==> config.mk <==
export PLATFORM = sky130hd
export DESIGN_NAME = ctb_ctrl
export DESIGN_NICKNAME = d
export VERILOG_FILES = /design/src/sv/ctb_pkg.sv /design/src/sv/ctb_ctrl.sv
export SDC_FILE = /design/constraint.sdc
export NUM_CORES = 1
export LEC_CHECK = 0
export BUFFER_PORTS_ARGS = -buffer_cell sky130_fd_sc_hd__buf_2
export CORE_UTILIZATION = 56
export CTS_CLUSTER_DIAMETER = 200
export CTS_CLUSTER_SIZE = 10
export DETAILED_ROUTE_END_ITERATION = 12
export HOLD_SLACK_MARGIN = 0.03
export PLACE_DENSITY = 0.89
export SLEW_MARGIN = 20
export SYNTH_ARGS = -nofsm -noshare
export SYNTH_HDL_FRONTEND = slang
export SYNTH_SLANG_ARGS = --single-unit
==> constraint.sdc <==
create_clock -name clk -period 4.85 [get_ports clk]
set_input_delay 0.97 -clock clk [delete_from_list [all_inputs] [get_ports clk]]
set_output_delay 0.97 -clock clk [all_outputs]
set_load 0.01 [all_outputs]
==> src/sv/ctb_pkg.sv <==
// ----------------------------------------------------------------------------
// ctb_pkg: shared types and constants of the clipped tile blitter
// Holds input modes, register indexes, coordinate widths and the command and
// status structs that join the controller to the datapath.
// ----------------------------------------------------------------------------
package ctb_pkg;

  // Input item modes.
  typedef enum logic [1:0] {
    MODE_LOAD        = 2'd0,
    MODE_DRAW_OPAQUE = 2'd1,
    MODE_DRAW_KEY    = 2'd2
  } mode_t;

  // Configuration register indexes.
  localparam int CFG_IDX_W = 1;
  localparam logic [CFG_IDX_W-1:0] CFG_TILE_WIDTH  = 1'd0;
  localparam logic [CFG_IDX_W-1:0] CFG_TILE_HEIGHT = 1'd1;

  localparam int DIM_REG_W = 4;
  localparam logic [DIM_REG_W-1:0] DIM_RESET = 4'd8;

  // Payload widths fixed by the interface.
  localparam int TILE_IDX_W = 8;
  localparam int OFFSET_W   = 6;
  localparam int PIXEL_W    = 8;
  localparam int POS_W      = 16;
  localparam int DEST_W     = 16;

  // Screen positions carry one extra bit so that pos + 7 never wraps.
  localparam int COORD_W     = POS_W + 1;
  // Screen dimensions are at most 1024, so an on-screen coordinate fits here.
  localparam int SCR_IDX_W   = 10;
  localparam int FULL_ADDR_W = 2 * SCR_IDX_W + 1;

  localparam logic [PIXEL_W-1:0] PIXEL_CLEAR = 8'h00;

  typedef struct packed {
    logic capture;     // an input request is taken this cycle
    logic load_write;  // write the captured pixel into the tile RAM
    logic issue;       // read one tile pixel and step the scan
    logic row_end;     // the issued pixel closes a tile row
    logic last;        // the issued pixel closes the tile
  } cmd_t;

  typedef struct packed {
    logic issue_ok;    // room downstream for one more pixel
  } status_t;

endpackage

==> src/sv/ctb_ctrl.sv <==
// ----------------------------------------------------------------------------
// ctb_ctrl: controller of the clipped tile blitter
// Holds the tile size registers, the request state machine and the row and
// column counters of the scan, and issues commands to the datapath.
// ----------------------------------------------------------------------------
module ctb_ctrl #(
  parameter int MAX_TILE_DIM = 8
) (
  input  logic                             clk,
  input  logic                             rst,
  input  logic                             in_valid,
  output logic                             in_ready,
  input  logic [1:0]                       mode,
  input  logic                             cfg_valid,
  output logic                             cfg_ready,
  input  logic [ctb_pkg::CFG_IDX_W-1:0]    cfg_index,
  input  logic [ctb_pkg::DIM_REG_W-1:0]    cfg_data,
  input  ctb_pkg::status_t                 status,
  output ctb_pkg::cmd_t                    cmd
);
  import ctb_pkg::*;

  localparam int DW = (MAX_TILE_DIM > 1) ? $clog2(MAX_TILE_DIM) : 1;

  typedef enum logic [1:0] {
    ST_IDLE,
    ST_LOAD,
    ST_SCAN
  } state_t;

  state_t                 state;
  logic [DIM_REG_W-1:0]   tile_width;
  logic [DIM_REG_W-1:0]   tile_height;
  logic [DIM_REG_W-1:0]   w_eff;
  logic [DIM_REG_W-1:0]   h_eff;
  logic [DW-1:0]          col;
  logic [DW-1:0]          row;
  logic                   accept;
  logic                   col_end;
  logic                   row_last;

  assign in_ready  = (state == ST_IDLE);
  assign cfg_ready = 1'b1;
  assign accept    = in_valid && in_ready;

  // A size of zero acts as one, and sizes above the maximum are clamped.
  always_comb begin
    if (tile_width == '0) begin
      w_eff = DIM_REG_W'(1);
    end else if (tile_width > DIM_REG_W'(MAX_TILE_DIM)) begin
      w_eff = DIM_REG_W'(MAX_TILE_DIM);
    end else begin
      w_eff = tile_width;
    end
    if (tile_height == '0) begin
      h_eff = DIM_REG_W'(1);
    end else if (tile_height > DIM_REG_W'(MAX_TILE_DIM)) begin
      h_eff = DIM_REG_W'(MAX_TILE_DIM);
    end else begin
      h_eff = tile_height;
    end
  end

  assign col_end  = (col == DW'(w_eff - DIM_REG_W'(1)));
  assign row_last = (row == DW'(h_eff - DIM_REG_W'(1)));

  always_comb begin
    cmd            = '0;
    cmd.capture    = accept;
    cmd.load_write = (state == ST_LOAD);
    cmd.issue      = (state == ST_SCAN) && status.issue_ok;
    cmd.row_end    = col_end;
    cmd.last       = col_end && row_last;
  end

  always_ff @(posedge clk) begin
    if (rst) begin
      state       <= ST_IDLE;
      tile_width  <= DIM_RESET;
      tile_height <= DIM_RESET;
      col         <= '0;
      row         <= '0;
    end else begin
      if (cfg_valid && cfg_ready) begin
        case (cfg_index)
          CFG_TILE_WIDTH:  tile_width  <= cfg_data;
          CFG_TILE_HEIGHT: tile_height <= cfg_data;
          default: ;
        endcase
      end
      case (state)
        ST_IDLE: begin
          if (accept) begin
            col <= '0;
            row <= '0;
            case (mode)
              MODE_LOAD:                     state <= ST_LOAD;
              MODE_DRAW_OPAQUE, MODE_DRAW_KEY: state <= ST_SCAN;
              default:                       state <= ST_IDLE;
            endcase
          end
        end
        ST_LOAD: begin
          state <= ST_IDLE;
        end
        ST_SCAN: begin
          if (cmd.issue) begin
            if (col_end) begin
              col <= '0;
              row <= row + DW'(1);
              if (row_last) begin
                state <= ST_IDLE;
              end
            end else begin
              col <= col + DW'(1);
            end
          end
        end
        default: begin
          state <= ST_IDLE;
        end
      endcase
    end
  end

`ifndef SYNTHESIS
  a_last_closes_row: assert property (@(posedge clk) disable iff (rst)
    cmd.last |-> cmd.row_end)
    else $error("last pixel issued without a row end");
  a_idle_after_last: assert property (@(posedge clk) disable iff (rst)
    cmd.issue && cmd.last |=> in_ready)
    else $error("controller did not return to idle after the last pixel");
  a_no_issue_when_ready: assert property (@(posedge clk) disable iff (rst)
    cmd.issue |-> !in_ready)
    else $error("pixel issued while taking new requests");
`endif

endmodule

==> tab_implementation.tex <==
\begin{tabular}{lr}
\hline
Metric & Value \\
\hline
\multicolumn{2}{l}{\textbf{Synthesis}} \\
\quad Most used standard cells in the synthesized netlist & sky130\_fd\_sc\_hd\_\_dfxtp\_1 (16), sky130\_fd\_sc\_hd\_\_a21oi\_1 (10), sky130\_fd\_sc\_hd\_\_nand2\_1 (10) \\
\quad Cell variety after synth & 32 \\
\quad Ys flop type & sky130\_fd\_sc\_hd\_\_dfxtp\_1 \\
\quad Largest area contributor in the netlist & sky130\_fd\_sc\_hd\_\_dfxtp\_1 \\
\quad Ranking of synthesized cells by area & sky130\_fd\_sc\_hd\_\_dfxtp\_1 (35\%), sky130\_fd\_sc\_hd\_\_ha\_1 (6.8\%), sky130\_fd\_sc\_hd\_\_a21oi\_1 (5.4\%) \\
\quad Netlist area before placement & about 900 um2 \\
\quad Count of synthesis-stage warnings from yosys & 0 \\
\quad Synth Register Bits & 16 \\
\quad EDFF count, synth & 0 \\
\quad Fraction of synthesized cell area taken by the top area cell type & 34.8\% \\
\quad Dominant cell by count in the synthesized netlist & sky130\_fd\_sc\_hd\_\_dfxtp\_1 \\
\quad Post-synthesis async set-or-reset flop share & 0\% \\
\quad Sequential share of the synthesized area & approximately a third \\
\quad Syn nets & between 100 and 150 \\
\quad Cell count after synthesis & approximately 110 \\
\quad Mean area per synthesized cell & just over 8 um2 \\
\multicolumn{2}{l}{\textbf{GRT}} \\
\quad Maximum number of pins on one net before global-route repair & 15 \\
\quad Via count of the first global-routing pass & 782 \\
\quad Global-route wire length before repair & between 3 and 4 mm \\
\quad Total track usage & about 22\% \\
\quad Remaining global-route overflow & 0 \\
\quad Antenna violations before repair & 0 \\
\multicolumn{2}{l}{\textbf{Detailed routing}} \\
\quad Residual antenna-violating net count after detailed routing & 0 \\
\quad Detail-routed via count per cell & roughly 5.6 \\
\quad Violation count after the first detailed-route iteration & 17 \\
\quad Via total after detailed routing & 800 \\
\quad Drt pass-1 iters & 4 \\
\quad Total detailed-routing wirelength & between 1.5 and 2 mm \\
\quad DR WL/cell & about 12 um \\
\quad Residual DRC & 0 \\
\multicolumn{2}{l}{\textbf{Setup path}} \\
\quad Highest fanout seen on the critical path & 5 \\
\quad Destination of the worst register-to-register timing path & row[2] \\
\quad Kind of end point of the critical path & output port \\
\quad WP data arrival & 2290 ps \\
\quad Type of the worst setup path & reg2out \\
\quad Worst EP required & about 3900 ps \\
\quad Startpoint type of the worst setup path & flip-flop \\
\quad Depth of the worst register-to-register path & 9 \\
\quad Launch point of the worst reg-to-reg path & tile\_width[1] \\
\quad Worst reg-to-reg setup slack & $\sim$2700 ps \\
\multicolumn{2}{l}{\textbf{Timing}} \\
\quad Period Utilization, post-route & around 67\% \\
\quad Pins over their slew limit & 0 \\
\quad Accumulated negative setup slack & 0 ps \\
\quad Worst hold slack & between 400 and 500 ps \\
\quad Max Fclk & between 0.3 and 0.4 GHz \\
\quad Post-layout minimum cycle time & between 3000 and 4000 ps \\
\quad Hold Violations, Final & 0 \\
\quad Worst Clk Skew & 3.21 ps \\
\quad Setup violation total in the final timing report & 0 \\
\quad Setup repair after global routing missed its margin & no \\
\multicolumn{2}{l}{\textbf{Clock tree}} \\
\quad Root cell of the clock tree & sky130\_fd\_sc\_hd\_\_clkbuf\_4 \\
\quad Worst skew pair latency & $\sim$280 ps \\
\quad Resized cells post-CTS & 0 \\
\quad Number of hold-repair buffers added at the cts stage & 0 \\
\quad Setup Fix Bufs, Post-CTS & 0 \\
\quad CTS tree & done \\
\quad Clock edge transition at the registers on the reported setup and hold paths & 80 ps \\
\quad Cts bufs inserted & 3 \\
\quad Maximum buffer depth of the clock tree & 2 \\
\quad Number of H-tree levels & 1 \\
\quad CTS sink cnt & 16 \\
\multicolumn{2}{l}{\textbf{Worst hold path}} \\
\quad End point of the most critical hold path & tile\_height[0] \\
\quad Hold Crit Depth & 2 \\
\quad Path category of the worst min-delay check & reg2reg \\
\quad Startpoint of the lowest-slack hold path & tile\_height[0] \\
\multicolumn{2}{l}{\textbf{Finish}} \\
\quad Fillers & about 140 \\
\quad Total inserted antenna cells & 0 \\
\quad Area of all placed cells without fillers & 1010 um2 \\
\quad Sequential cell area & between 300 and 400 um2 \\
\quad Final-stage net count & roughly 150 \\
\quad Share of post-route cells with drive strength above 1 & 18.1\% \\
\quad Area growth from synthesis to layout & 10.2\% \\
\quad Area used by multi-input combinational logic & 532 um2 \\
\multicolumn{2}{l}{\textbf{Placed design}} \\
\quad Half-perimeter wire length after placement & approximately 1.4 mm \\
\quad Post-DP Area & 991 um2 \\
\quad PortBufs & 17 \\
\quad Weighted congestion reported at the end of routability-driven placement & $\sim$0.73 \\
\multicolumn{2}{l}{\textbf{Die}} \\
\quad Die extent in x & around 43 um \\
\quad Area of the die & approximately 1800 um2 \\
\quad Starting Density & around three fifths \\
\quad Die span in y & roughly 43 um \\
\quad Number of placed I/O pins & 19 \\
\quad Cell row count & 14 \\
\quad Core Area & approximately 1500 um2 \\
\multicolumn{2}{l}{\textbf{Job}} \\
\quad Number of max-capacitance violations reported & 0 \\
\multicolumn{2}{l}{\textbf{Power and ir drop}} \\
\quad Worst IR drop on VDD & $\sim$0.18 mV \\
\quad Power per unit of standard cell area & $\sim$250 nW/um2 \\
\quad Tot Pwr & approximately 0.25 mW \\
\quad P\_leak & approximately 0.46 nW \\
\multicolumn{2}{l}{\textbf{Outcome}} \\
\quad Outcome & completed \\
\hline
\end{tabular}
[stage by stage]
stage / setup slack (ps) / std cells / util, %
after floorplan: 2110 / 113 / -
after detailed placement: 1920 / 140 / 65.0
after CTS: 1590 / 143 / 66.5
after global routing: 1350 / 143 / 66.5
final: 1590 / 143 / 66.5
after global placement: 2000 / 140 / 65.0
[power breakdown]
group	internal (mW)	switching, mW	total [mW]
Combinational	0.0184	0.0237	0.0421
Clock	0.0288	0.0381	0.0670
Sequential	0.136	0.00456	0.141
Total	0.183	0.0664	0.250
[worst max-delay path by stage]
stage	start	to
6_report	tile_width[1]	cmd[0]
5_1_grt	tile_width[1]	cmd[0]
4_1_cts	tile_width[1]	cmd[0]
3_5_place_dp	tile_width[1]	cmd[0]
3_3_place_gp	tile_width[1]	cmd[0]
2_1_floorplan	tile_width[1]	cmd[0]
[cell type report]
type	count	area share [%]
inverters	9	3.33
repair buffers	17	8.40
well taps	16	1.98
clock buffers	3	2.22
multi-input cells	82	52.5
flip-flops and latches	16	31.6
[worst max-delay path, cell delays in order, from the launching register on]
cell and delay [ps]:
sky130_fd_sc_hd__dfxtp_1 330, sky130_fd_sc_hd__o21ba_1 220, sky130_fd_sc_hd__nor2_1 100, sky130_fd_sc_hd__inv_1 50, sky130_fd_sc_hd__ha_1 290, sky130_fd_sc_hd__xor2_1 140, sky130_fd_sc_hd__o31a_1 190, sky130_fd_sc_hd__nand3_1 170
sky130_fd_sc_hd__nor4_2 340, sky130_fd_sc_hd__buf_2 180
[metal layers]
layer	GRT usage [%]	vias up	wire (um)	part of all wire [%]
met1	25.7	364	746	44
met4	13.8	0	22	1.3
li1	-	410	-	-
met3	6.47	4	77	4.6
met2	36.3	22	843	50
met5	0	-	0	0
[layout by cell type (no fill, tap or decap)]
| master | synthesis | layout |
|---|---|---|
| sky130_fd_sc_hd__buf_2 | 0 | 17 |
| sky130_fd_sc_hd__dfxtp_1 | 16 | 16 |
| sky130_fd_sc_hd__nand2_1 | 10 | 10 |
| sky130_fd_sc_hd__a21oi_1 | 10 | 10 |
| sky130_fd_sc_hd__inv_1 | 9 | 9 |
| sky130_fd_sc_hd__nor2_1 | 7 | 7 |
| sky130_fd_sc_hd__nand3_1 | 6 | 6 |
| sky130_fd_sc_hd__o21ai_1 | 5 | 5 |
| sky130_fd_sc_hd__ha_1 | 5 | 5 |
| sky130_fd_sc_hd__nor2b_1 | 4 | 4 |
| sky130_fd_sc_hd__xnor2_1 | 4 | 4 |
| sky130_fd_sc_hd__mux2i_1 | 4 | 4 |
| sky130_fd_sc_hd__or3_1 | 4 | 4 |
| sky130_fd_sc_hd__xor2_1 | 3 | 3 |
| sky130_fd_sc_hd__nand2b_1 | 3 | 3 |
| sky130_fd_sc_hd__clkbuf_4 | 0 | 3 |
| sky130_fd_sc_hd__nor3b_1 | 2 | 2 |
| sky130_fd_sc_hd__o21ai_0 | 2 | 2 |
| sky130_fd_sc_hd__o21ba_1 | 1 | 1 |
| sky130_fd_sc_hd__o31a_1 | 1 | 1 |
| sky130_fd_sc_hd__o21bai_1 | 1 | 1 |
| sky130_fd_sc_hd__nor4_2 | 1 | 1 |
| sky130_fd_sc_hd__nor3_1 | 1 | 1 |
| sky130_fd_sc_hd__a311oi_2 | 1 | 1 |
| sky130_fd_sc_hd__or2_0 | 1 | 1 |
| sky130_fd_sc_hd__and3b_1 | 1 | 1 |
| sky130_fd_sc_hd__or2_2 | 1 | 1 |
| sky130_fd_sc_hd__a31oi_1 | 1 | 1 |
| sky130_fd_sc_hd__and3_1 | 1 | 1 |
| sky130_fd_sc_hd__a211o_1 | 1 | 1 |
| sky130_fd_sc_hd__conb_1 | 1 | 1 |
[cell families (layout without fill, tap and decap cells)]
logic type | count (synthesis) | count (layout) | synth area share, %
compound gates | 23 | 23 | 15.4
xor+xnor | 7 | 7 | 6.67
fa+ha+maj | 5 | 5 | 6.80
buf+inv | 15 | 29 | 7.35
flops | 16 | 16 | 34.8
mux | 4 | 4 | 4.35
other cells | 1 | 1 | 0.408
simple gates | 42 | 42 | 24.2
[registers in the layout (all words and copies together), names as in the netlist]
name	flops
tile_height	4
tile_width	4
col	3
row	3
state	2
Note: power is estimated with default switching activity, not from simulation.
